[config.mk]
export PLATFORM = sky130hd
export DESIGN_NAME = substring_match_counter
export DESIGN_NICKNAME = d
export VERILOG_FILES = /design/src/hdl/smc_pkg.sv /design/src/hdl/smc_window.sv /design/src/hdl/smc_tracker.sv /design/src/hdl/substring_match_counter.sv
export SDC_FILE = /design/constraint.sdc
export NUM_CORES = 1
export LEC_CHECK = 0
export BUFFER_PORTS_ARGS = -buffer_cell sky130_fd_sc_hd__buf_2
export CORE_AREA = 2 2 195 273
export DETAILED_ROUTE_END_ITERATION = 16
export DIE_AREA = 0 0 197 275
export HOLD_SLACK_MARGIN = 0.02
export PLACE_DENSITY_LB_ADDON = 0.3
export SYNTH_ARGS = -nofsm -noshare
export SYNTH_HDL_FRONTEND = slang
export SYNTH_SLANG_ARGS = --single-unit
[constraint.sdc]
create_clock -name aclk -period 7.9 [get_ports aclk]
set_input_delay 1.58 -clock aclk [delete_from_list [all_inputs] [get_ports aclk]]
set_output_delay 1.58 -clock aclk [all_outputs]
set_load 0.01 [all_outputs]
[src/hdl/smc_pkg.sv]
`timescale 1ns / 1ps
// ----------------------------------------------------------------------------
// smc_pkg: shared types and constants of the substring match counter
// Register indexes, fixed field widths and the per-byte control group that
// travels between the window and the tracker.
// ----------------------------------------------------------------------------
package smc_pkg;

    localparam int BYTE_BITS     = 8;
    localparam int REG_BYTES     = 16;  // pattern bytes that the registers can hold
    localparam int LEN_BITS      = 5;   // pattern_length register width
    localparam int NTH_BITS      = 16;  // nth_match register width
    localparam int CFG_DATA_BITS = 64;
    localparam int CFG_IDX_BITS  = 2;

    typedef enum logic [CFG_IDX_BITS-1:0] {
        REG_PATTERN_LOW  = 2'd0,
        REG_PATTERN_HIGH = 2'd1,
        REG_PATTERN_LEN  = 2'd2,
        REG_NTH_MATCH    = 2'd3
    } cfg_index_t;

    // Control for one byte moving from the input register to the result register.
    typedef struct packed {
        logic advance;    // the byte is processed this cycle
        logic last;       // the byte ends the text
        logic window_ok;  // every used pattern byte equals its window byte
    } smc_step_t;

endpackage

[src/hdl/smc_window.sv]
`timescale 1ns / 1ps
// ----------------------------------------------------------------------------
// smc_window: sliding byte window and parallel pattern compare
// Shifts the incoming byte into the window and compares the newest bytes
// against the pattern, aligned so that the last pattern byte meets the newest.
// ----------------------------------------------------------------------------
module smc_window import smc_pkg::*; #(
    parameter int PATTERN_BYTES = 16
) (
    input  logic                          aclk,
    input  logic                          aresetn,
    input  logic                          advance,
    input  logic                          last,
    input  logic [BYTE_BITS-1:0]          text_byte,
    input  logic [2*CFG_DATA_BITS-1:0]    pattern,
    input  logic [LEN_BITS-1:0]           pattern_length,
    output logic [LEN_BITS-1:0]           eff_len,
    output logic                          window_ok
);

    localparam int MaxLen = (PATTERN_BYTES < REG_BYTES) ? PATTERN_BYTES : REG_BYTES;

    logic [PATTERN_BYTES-1:0][BYTE_BITS-1:0] win_reg;
    logic [PATTERN_BYTES-1:0][BYTE_BITS-1:0] win_next;
    logic [REG_BYTES-1:0][BYTE_BITS-1:0]     pat_bytes;
    logic [PATTERN_BYTES-1:0]                byte_ok;

    assign pat_bytes = pattern;

    always_comb begin
        if (pattern_length > LEN_BITS'(MaxLen)) begin
            eff_len = LEN_BITS'(MaxLen);
        end else begin
            eff_len = pattern_length;
        end
    end

    always_comb begin
        win_next[0] = text_byte;
        for (int j = 1; j < PATTERN_BYTES; j++) begin
            win_next[j] = win_reg[j-1];
        end
    end

    // Window byte j pairs with pattern byte eff_len-1-j; bytes past the length pass.
    always_comb begin
        for (int j = 0; j < PATTERN_BYTES; j++) begin
            if (j < int'(eff_len)) begin
                byte_ok[j] = (win_next[j] == pat_bytes[4'(int'(eff_len) - 1 - j)]);
            end else begin
                byte_ok[j] = 1'b1;
            end
        end
    end

    assign window_ok = &byte_ok;

    always_ff @(posedge aclk) begin
        if (!aresetn) begin
            win_reg <= '0;
        end else if (advance) begin
            if (last) begin
                win_reg <= '0;
            end else begin
                win_reg <= win_next;
            end
        end
    end

endmodule

[src/hdl/smc_tracker.sv]
`timescale 1ns / 1ps
// ----------------------------------------------------------------------------
// smc_tracker: position, match count and nth-match tracking
// Decides whether a match ends at the current byte and produces the result
// fields; all per-text state clears after the last byte.
// ----------------------------------------------------------------------------
module smc_tracker import smc_pkg::*; #(
    parameter int POSITION_BITS = 16
) (
    input  logic                      aclk,
    input  logic                      aresetn,
    input  smc_step_t                 step,
    input  logic [LEN_BITS-1:0]       eff_len,
    input  logic [NTH_BITS-1:0]       nth_match,
    output logic                      match_here,
    output logic [POSITION_BITS-1:0]  match_start,
    output logic [POSITION_BITS-1:0]  match_total,
    output logic                      nth_found,
    output logic [POSITION_BITS-1:0]  nth_position,
    output logic                      position_overflow
);

    localparam int PosW1 = POSITION_BITS + 1;

    logic [POSITION_BITS-1:0] pos_reg,   pos_next;
    logic [POSITION_BITS-1:0] tally_reg, tally_next;
    logic                     found_reg, found_next;
    logic [POSITION_BITS-1:0] fstart_reg, fstart_next;
    logic                     ovf_reg,   ovf_next;
    logic [NTH_BITS-1:0]      need;
    logic                     in_text;

    assign need    = (nth_match == '0) ? NTH_BITS'(1) : nth_match;
    // Before the window fills, a match must not reach back past the text start.
    assign in_text = ovf_reg || ((PosW1'(pos_reg) + PosW1'(1)) >= PosW1'(eff_len));
    assign match_here = step.window_ok && in_text;

    always_comb begin
        if (!match_here) begin
            match_start = '0;
        end else if (eff_len == '0) begin
            match_start = pos_reg;
        end else begin
            match_start = pos_reg + POSITION_BITS'(1) - POSITION_BITS'(eff_len);
        end
    end

    always_comb begin
        tally_next  = tally_reg;
        found_next  = found_reg;
        fstart_next = fstart_reg;
        if (match_here) begin
            if (tally_reg != '1) begin
                tally_next = tally_reg + POSITION_BITS'(1);
            end
            if (!found_reg && (32'(tally_next) >= 32'(need))) begin
                found_next  = 1'b1;
                fstart_next = match_start;
            end
        end
        ovf_next = ovf_reg || (pos_reg == '1);
        pos_next = pos_reg + POSITION_BITS'(1);
    end

    assign match_total       = tally_next;
    assign nth_found         = found_next;
    assign nth_position      = found_next ? fstart_next : '0;
    assign position_overflow = ovf_reg;

    always_ff @(posedge aclk) begin
        if (!aresetn) begin
            pos_reg    <= '0;
            tally_reg  <= '0;
            found_reg  <= 1'b0;
            fstart_reg <= '0;
            ovf_reg    <= 1'b0;
        end else if (step.advance) begin
            if (step.last) begin
                pos_reg    <= '0;
                tally_reg  <= '0;
                found_reg  <= 1'b0;
                fstart_reg <= '0;
                ovf_reg    <= 1'b0;
            end else begin
                pos_reg    <= pos_next;
                tally_reg  <= tally_next;
                found_reg  <= found_next;
                fstart_reg <= fstart_next;
                ovf_reg    <= ovf_next;
            end
        end
    end

endmodule

[src/hdl/substring_match_counter.sv]
`timescale 1ns / 1ps
// ----------------------------------------------------------------------------
// substring_match_counter: streaming substring search with match counting
// Searches a byte stream for a configured pattern and counts the matches.
// ----------------------------------------------------------------------------
// Usage:
// The text enters one byte per transfer on the s_ channel; s_tlast marks the
// final byte of a text. Each byte yields exactly one result transfer on the
// m_ channel, in order, with m_tlast echoing the input's last marker.
// A taken byte is held in the input register, where it is compared and
// counted, and its result is then captured in the result register, which
// drives m_tvalid. The pattern compare is fully parallel over the window, so
// one byte per clock cycle is sustained while the receiver does not stall.
// When the receiver stalls, the result register holds its transfer and the
// input register still takes one more byte; s_tready then drops until the
// result is taken. Reset (aresetn low, synchronous) empties both registers,
// clears the window and all per-text counters, and returns the configuration
// registers to an empty pattern with the first match requested.
// The configuration port is meant to be written only while no text is in flight.
// ----------------------------------------------------------------------------
module substring_match_counter import smc_pkg::*; #(
    parameter int PATTERN_BYTES = 16,
    parameter int POSITION_BITS = 16
) (
    input  logic                        aclk,
    input  logic                        aresetn,
    // Configuration write port.
    input  logic                        cfg_wr_en,
    input  logic [CFG_IDX_BITS-1:0]     cfg_wr_index,
    input  logic [CFG_DATA_BITS-1:0]    cfg_wr_data,
    // Text input.
    input  logic                        s_tvalid,
    output logic                        s_tready,
    input  logic [BYTE_BITS-1:0]        s_tdata,   // [7:0] text_byte
    input  logic                        s_tlast,   // last_byte
    // Results.
    output logic                        m_tvalid,
    input  logic                        m_tready,
    // From bit 0 up: match_here, match_start, match_total, nth_found,
    // nth_position, position_overflow, then zero fill.
    output logic [((3*POSITION_BITS+3+7)/8)*8-1:0] m_tdata,
    output logic                        m_tlast    // text_end
);

    localparam int OutBits = 3*POSITION_BITS + 3;
    localparam int OutW    = ((OutBits + 7) / 8) * 8;

    // Configuration registers.
    logic [CFG_DATA_BITS-1:0] pat_low_reg;
    logic [CFG_DATA_BITS-1:0] pat_high_reg;
    logic [LEN_BITS-1:0]      pat_len_reg;
    logic [NTH_BITS-1:0]      nth_reg;

    // Input register.
    logic                     in_valid_reg, in_valid_next;
    logic [BYTE_BITS-1:0]     in_byte_reg;
    logic                     in_last_reg;

    // Result register.
    logic                     out_valid_reg, out_valid_next;
    logic                     res_here_reg;
    logic [POSITION_BITS-1:0] res_start_reg;
    logic [POSITION_BITS-1:0] res_total_reg;
    logic                     res_found_reg;
    logic [POSITION_BITS-1:0] res_nthpos_reg;
    logic                     res_ovf_reg;
    logic                     res_last_reg;

    logic                     s_accept;
    logic                     advance;
    logic [LEN_BITS-1:0]      eff_len;
    logic                     window_ok;
    smc_step_t                step;

    logic                     match_here;
    logic [POSITION_BITS-1:0] match_start;
    logic [POSITION_BITS-1:0] match_total;
    logic                     nth_found;
    logic [POSITION_BITS-1:0] nth_position;
    logic                     position_overflow;

    always_ff @(posedge aclk) begin
        if (!aresetn) begin
            pat_low_reg  <= '0;
            pat_high_reg <= '0;
            pat_len_reg  <= '0;
            nth_reg      <= NTH_BITS'(1);
        end else if (cfg_wr_en) begin
            case (cfg_index_t'(cfg_wr_index))
                REG_PATTERN_LOW:  pat_low_reg  <= cfg_wr_data;
                REG_PATTERN_HIGH: pat_high_reg <= cfg_wr_data;
                REG_PATTERN_LEN:  pat_len_reg  <= cfg_wr_data[LEN_BITS-1:0];
                REG_NTH_MATCH:    nth_reg      <= cfg_wr_data[NTH_BITS-1:0];
                default: ;
            endcase
        end
    end

    // A byte moves on when the result register is empty or being emptied.
    assign advance  = in_valid_reg && (!out_valid_reg || m_tready);
    assign s_tready = !in_valid_reg || advance;
    assign s_accept = s_tvalid && s_tready;

    assign in_valid_next  = s_accept ? 1'b1 : (advance ? 1'b0 : in_valid_reg);
    assign out_valid_next = advance ? 1'b1 : (m_tready ? 1'b0 : out_valid_reg);

    always_ff @(posedge aclk) begin
        if (!aresetn) begin
            in_valid_reg  <= 1'b0;
            out_valid_reg <= 1'b0;
        end else begin
            in_valid_reg  <= in_valid_next;
            out_valid_reg <= out_valid_next;
        end
    end

    always_ff @(posedge aclk) begin
        if (s_accept) begin
            in_byte_reg <= s_tdata;
            in_last_reg <= s_tlast;
        end
        if (advance) begin
            res_here_reg   <= match_here;
            res_start_reg  <= match_start;
            res_total_reg  <= match_total;
            res_found_reg  <= nth_found;
            res_nthpos_reg <= nth_position;
            res_ovf_reg    <= position_overflow;
            res_last_reg   <= in_last_reg;
        end
    end

    smc_window #(
        .PATTERN_BYTES (PATTERN_BYTES)
    ) u_window (
        .aclk           (aclk),
        .aresetn        (aresetn),
        .advance        (advance),
        .last           (in_last_reg),
        .text_byte      (in_byte_reg),
        .pattern        ({pat_high_reg, pat_low_reg}),
        .pattern_length (pat_len_reg),
        .eff_len        (eff_len),
        .window_ok      (window_ok)
    );

    assign step.advance   = advance;
    assign step.last      = in_last_reg;
    assign step.window_ok = window_ok;

    smc_tracker #(
        .POSITION_BITS (POSITION_BITS)
    ) u_tracker (
        .aclk              (aclk),
        .aresetn           (aresetn),
        .step              (step),
        .eff_len           (eff_len),
        .nth_match         (nth_reg),
        .match_here        (match_here),
        .match_start       (match_start),
        .match_total       (match_total),
        .nth_found         (nth_found),
        .nth_position      (nth_position),
        .position_overflow (position_overflow)
    );

    assign m_tvalid = out_valid_reg;
    assign m_tlast  = res_last_reg;
    assign m_tdata  = OutW'({res_ovf_reg, res_nthpos_reg, res_found_reg,
                             res_total_reg, res_start_reg, res_here_reg});

    // A processed byte always leaves a result behind.
    a_advance_fills_result: assert property (@(posedge aclk) disable iff (!aresetn)
        advance |=> out_valid_reg)
        else $error("processed byte did not produce a result");

    // A match in the result implies a nonzero running count.
    a_match_counted: assert property (@(posedge aclk) disable iff (!aresetn)
        (out_valid_reg && res_here_reg) |-> (res_total_reg != '0))
        else $error("match reported with zero count");

    // The nth match is only reported found once the count has reached it.
    a_nth_after_count: assert property (@(posedge aclk) disable iff (!aresetn)
        (out_valid_reg && res_found_reg) |->
            ((32'(res_total_reg) >= 32'(nth_reg)) || (nth_reg == '0)))
        else $error("nth match found before the count reached it");

    // A stalled result is not overwritten by the next byte.
    a_stall_holds: assert property (@(posedge aclk) disable iff (!aresetn)
        (out_valid_reg && !m_tready) |=> $stable(res_total_reg) && $stable(res_last_reg))
        else $error("result register changed while stalled");

endmodule

**Word level (Yosys, flattened, before mapping)**

Cells that the tools add are included.

- Register bits after elaboration: 382
- Bits in latches: 0
- Bits in writable memories: 0
- Word-level logic and storage cells: 217
- Input port bits: 80
- Memories kept: 0
- ROM bits: 0

- Multiply operators: 0
- Eq/ne operators: 21
- Multiplexer cells: 85
- Bitwise operators: 0
- Reductions and logical operators: 21
- Shift-type cells: 0
- Magnitude comparators: 35
- Div/mod/pow operators: 0
- Add/sub/neg operators: 20

Operator list:

| kind | count |
|---|---|
| $bmux W8 S4 | 16 |
| $mux W8 | 32 |
| $mux W16 | 11 |
| $eq A8 B8 Y1 | 16 |
| $mux W120 | 1 |
| $lt A4 B6 Y1 const B | 16 |
| $lt A4 B5 Y1 const A | 8 |
| $add A16 B1 Y16 const B | 2 |
| $sub A4 B4 Y4 const B | 8 |
| $mux W1 | 24 |
| $lt A3 B5 Y1 const A | 4 |
| $add A16 B1 Y17 const B | 1 |
| $ge A17 B5 Y1 | 1 |
| $eq A16 B16 Y1 const B | 1 |
| $ge A16 B16 Y1 | 1 |
| $logic_not A16 Y1 | 1 |
| $ne A16 B16 Y1 const B | 1 |
| $reduce_and A16 Y1 | 1 |
| $sub A16 B5 Y16 | 1 |
| $sub A4 B3 Y4 const B | 4 |
| $lt A1 B5 Y1 const A | 2 |
| $lt A2 B5 Y1 const A | 2 |
| $reduce_and A2 Y1 | 4 |
| $sub A4 B1 Y4 const B | 2 |
| 11 further kinds | 22 |

**Longest topological paths before layout**

- Depth in word-level cells: 17
- Gate-level depth with buffers: 27
- Depth with buffers taken out: 17

**Hierarchy**

From an unflattened synthesis, not the netlist that was laid out.

- Cells, all modules: 2891
- Area, all modules: 25777.2 µm²

By module, submodules not included:

| module | seq. area each (µm²) | times used | cells each | area an instance (µm²) |
|---|---|---|---|---|
| smc_window | 2402.3 | 1 | 1682 | 13868.3 |
| substring_match_counter | 4854.7 | 1 | 634 | 7614.8 |
| smc_tracker | 1001.0 | 1 | 575 | 4294.1 |

**Worst setup path after synthesis**

No wires, ideal clock.

- Kind: reg-to-reg
- Start: reg pat_len_reg[0]
- End: reg u_tracker.fstart_reg[6]
- Cell stages (with the launch flop): 23
- Slack: 1.667 ns
- Period minus slack after synthesis: 6.233 ns
- Buffers on the path: 8
- Data required time: 7.827 ns
- Arrival: 6.160 ns
- Library setup time: 0.073 ns
- Path through: dfxtp_1 buf_4 clkbuf_1 clkbuf_1 clkbuf_1 clkbuf_1 nand2b_1 ha_1 buf_2 xnor2_4 xnor2_2 mux4_2 and4_1 a2111oi_2 and4_1 nand4_1 or4_4 a2111oi_4 nand4_1 or4_1 buf_2 buf_6 o22ai_2

- Cells in the longest elaborated chain, start to end: 15

RTL lines:

| what | line | source |
|---|---|---|
| from (decl) | substring_match_counter.sv:51 | `logic [LEN_BITS-1:0] pat_len_reg;` |
| from (signal assigned) | substring_match_counter.sv:92 | `REG_PATTERN_LEN: pat_len_reg <= cfg_wr_data[LEN_BITS-1:0];` |
| $gt A5 B5 Y1 | smc_window.sv:31 | `if (pattern_length > LEN_BITS'(MaxLen)) begin` |
| $mux W5 * | smc_window.sv:31 |  |
| $sub A4 B1 Y4 | smc_window.sv:49 | `byte_ok[j] = (win_next[j] == pat_bytes[4'(int'(eff_len) - 1 - j)]);` |
| $sub A4 B2 Y4, or another cell as far along | smc_window.sv:49 |  |
| $bmux W8 S4 | smc_window.sv:49 |  |
| $mux W8 (not written as such) (2 in series) | smc_window.sv:49 |  |
| $eq A8 B8 Y1 | smc_window.sv:49 |  |
| $mux W1 | smc_window.sv:48 | `if (j < int'(eff_len)) begin` |
| $reduce_and A16 Y1 | smc_window.sv:56 | `assign window_ok = &byte_ok;` |
| $logic_and A1 B1 Y1 | smc_tracker.sv:36 | `assign match_here = step.window_ok && in_text;` |
| $mux W16 | smc_tracker.sv:39 | `if (!match_here) begin` |
| $mux W16 | smc_tracker.sv:56 | `if (!found_reg && (32'(tally_next) >= 32'(need))) begin` |
| $mux W16 * | smc_tracker.sv:52 | `if (match_here) begin` |
| $mux W16 * | smc_tracker.sv:78 | `if (step.last) begin` |
| to (signal assigned) | smc_tracker.sv:88 | `fstart_reg <= fstart_next;` |
| to (decl) | smc_tracker.sv:28 | `logic [POSITION_BITS-1:0] fstart_reg, fstart_next;` |

Every way passes the cells marked *; elsewhere a longest branch is shown, timed or not. The select of a mux whose other input is x is not followed.
A chain may end at the register's enable or synchronous reset.

**Worst setup path in the final report**

- Start: reg pat_len_reg[4]
- End: reg u_tracker.fstart_reg[1]

Same word-level chain as after synthesis.

==> results by group <==
Setup path
  – Crit path required time: roughly 8.4 ns
  – Critical path launch point type: flop
  – FF-to-FF path depth: 17
  – Arrival @ worst endpoint: roughly 7.4 ns
  – Critical path capture point type: flop
  – Critical path class: reg2reg
  – Crit Path Max Fanout: 39

Drt
  – First DRT Iteration DRCs: roughly 2.2k
  – Routed len/inst: 29.2 um
  – Drt drc: 0
  – TritonRoute pass-1 iters: 6
  – Routed vias/inst: 6.52
  – Antenna viol nets, final: 0
  – Final wirelength: 108 mm
  – Vias: 24.0k

Synthesis
  – Yosys cell types: 95
  – Synth Area in Compound Gates: around 16%
  – Syn avg cell area: approximately 8.5 um^2
  – Number of synthesized register bits: approximately 380
  – Post-synth EDFFs: 61
  – Leading register cell type out of synthesis: dfxtp_1
  – Part of the Yosys area used for sequential elements: 32.2%
  – Simple-gate portion of the synthesized area: 20.5%
  – Synth Area in XOR/XNOR: 6.21%
  – Adder-cell share of the synthesized area: around 1.3%
  – Yosys warns: 0
  – Gate count of the mapped netlist: between 3k and 4k
  – Ys async rst share: 0%
  – Mapped Area: ~0.026 mm^2
  – Mux share of post-synthesis cell area: a little under a fifth
  – Largest family of logic cells by synthesized area: simple AND/OR/NAND/NOR gates

Global route
  – Met3 demand-to-capacity share in global routing: under 10%
  – Grt met2 use: a little under two thirds
  – Antenna violations before repair: 2
  – Total GRT Usage: roughly two fifths
  – Largest net degree at the start of global routing: ~150
  – Global route overflow: 0
  – GR Layer Usage met1: between 40% and 50%
  – Busiest grt layer: met2
  – Vias in the first global route: about 23k
  – Global-route wire length before repair: around 150 mm

Timing
  – Fin crit share: about 88%
  – TNS Setup: 0 ns
  – Setup Skew: around 0.021 ns
  – # setup viols final: 0
  – Min Hold Slack: 0.457 ns
  – RSZ-0062 raised after global routing: no
  – Worst slew pin tran: roughly 1.2 ns
  – Slew Viols, Final: 0
  – Final Hold Vio Count: 0
  – Worst rel slew slack: between 15 and 20%
  – Fmax: ~140 MHz
  – Period minus WS final: around 7 ns

Cells and area
  – Commonest non-fill, non-tap cells in the layout: nand2_1, a21oi_1, dfxtp_1
  – Final nets: around 3.1k
  – Max reg flops: 120
  – Share of cells above drive strength 1: approximately 14%
  – Commonest non-fill, non-tap cell in the layout: nand2_1
  – Area delta synth->final: 8.68%
  – Fill count: 4818
  – Final core utilization: 53.8%

CTS
  – Postcts setup bufs: 0
  – Skew-Pair Late Insertion Delay: around 0.59 ns
  – Worst-path clk slew: roughly 0.060 ns
  – TritonCTS Buffers: 39
  – CTS tree: built
  – Cts repair resizes: 0
  – Root Buffer: clkbuf_16
  – Clock Tree Buf Depth: 3
  – Clock sink count: 382
  – CTS Hold Bufs: 0
  – CTS H-tree lvls: 2

Hold path
  – Hold Path Depth: 2
  – Worst hold path type: reg2reg

Die
  – Core area: ~0.052 mm^2
  – Die width: just under 200 um
  – # rows: between 90 and 100
  – Ports: about 140
  – Die height: 275 um
  – Die ar.: between 0.05 and 0.06 mm^2
  – Starting Density: 49.5%

Pwr
  – VDD IR max: between 200 and 250 uV
  – Leakage: roughly 10 nW
  – Pwr per Cell Area: 185 mW/mm^2

Status
  – Outcome: completed

Flow run
  – Max_cap viols: 0

Placed design
  – Dpl hpwl: just over 80 mm
  – GPL Wtd Cong: 1.11
  – PortBufs: around 130
==> layer usage <==
| metal | routed length [um] | share of wire (%) | vias up |
|---|---|---|---|
| li1 | - | - | 10800 |
| met1 | 40400 | 37 | 11800 |
| met2 | 50000 | 46 | 1039 |
| met3 | 6150 | 5.7 | 326 |
| met4 | 11100 | 10 | 0 |
| met5 | 0 | 0 | - |
==> Yosys cell counts (41+ instances only) <==
cell type | number | share of area, %
a21oi_1 | 323 | 6.3
buf_2 | 41 | 0.80
clkbuf_1 | 169 | 2.5
dfxtp_1 | 321 | 25
edfxtp_1 | 61 | 7.2
mux2_2 | 47 | 2.1
mux2i_1 | 265 | 10
mux4_2 | 64 | 5.6
nand2_1 | 587 | 8.6
nand3_1 | 54 | 1.1
nand3b_1 | 126 | 3.7
nor2_1 | 132 | 1.9
o21ai_0 | 67 | 1.3
xnor2_1 | 86 | 2.9
xor2_1 | 82 | 2.8
==> logic make-up (layout without fill, tap and decap cells) <==
family                   after synthesis  count (layout)
AO/OA/AOI/OAI                        667             667
XOR/XNOR                             174             174
adder cells (fa/ha/maj)               27              27
buffers and inverters                301             298
flip-flops                           382             382
multiplexers                         377             377
other                                  1               6
AND/OR/NAND/NOR                     1098            1098
==> worst max-delay path, cell delays in order, from the launching register on <==
cell,delay (ns)
dfxtp_1,0.38
buf_12,0.26
nor2b_1,0.11
inv_2,0.26
ha_1,0.35
inv_1,0.14
buf_4,0.45
mux4_2,0.43
mux2i_1,0.13
a211oi_1,0.93
xnor2_1,0.20
o211ai_1,0.11
nor4_1,0.83
a31oi_1,0.27
a2111oi_1,0.42
nand4_1,0.29
or4_1,0.92
o22ai_1,0.30
==> final timing paths <==
kind	end	from	slack (ns)
worst max register to register	u_tracker.fstart_reg[1]$_SDFFE_PN0P_	pat_len_reg[4]$_SDFFE_PN0P_	0.96
worst min register to register	u_window.win_next[76]$_SDFFE_PN0P_	u_window.win_next[76]$_SDFFE_PN0P_	0.46
worst min-delay path	u_window.win_next[76]$_SDFFE_PN0P_	u_window.win_next[76]$_SDFFE_PN0P_	0.46
worst max-delay path	u_tracker.fstart_reg[1]$_SDFFE_PN0P_	pat_len_reg[4]$_SDFFE_PN0P_	0.96
==> per-stage QoR <==
stage	cell area (um^2)	std cells	worst slack (ns)	power (mW)
6_report	27800	3685	0.959	5.14
3_5_place_dp	26500	3614	1.03	3.21
2_1_floorplan	25600	3031	1.67	2.84
5_1_grt	27800	3685	0.911	5.29
4_1_cts	27800	3684	1.04	5.13
3_3_place_gp	26500	3614	1.16	3.20
==> where the power goes <==
part	internal, mW	total (mW)	switching (mW)
sequential	2.02	2.09	0.0642
combinational	0.385	1.11	0.721
clock	1.11	1.95	0.839
==> area by class of cell <==
cell class / count / area, um^2 / share of cell area [%]
antenna: 1 / 2.50 / 0.00899
clock buffer: 48 / 1070 / 3.85
clock inverter: 22 / 263 / 0.944
inverter: 42 / 171 / 0.616
multi-input combinational: 2348 / 16100 / 58.0
sequential: 382 / 8260 / 29.7
tap: 656 / 821 / 2.95
timing repair buffer: 186 / 1110 / 4.00
Note: power is estimated with default switching activity, not from simulation.
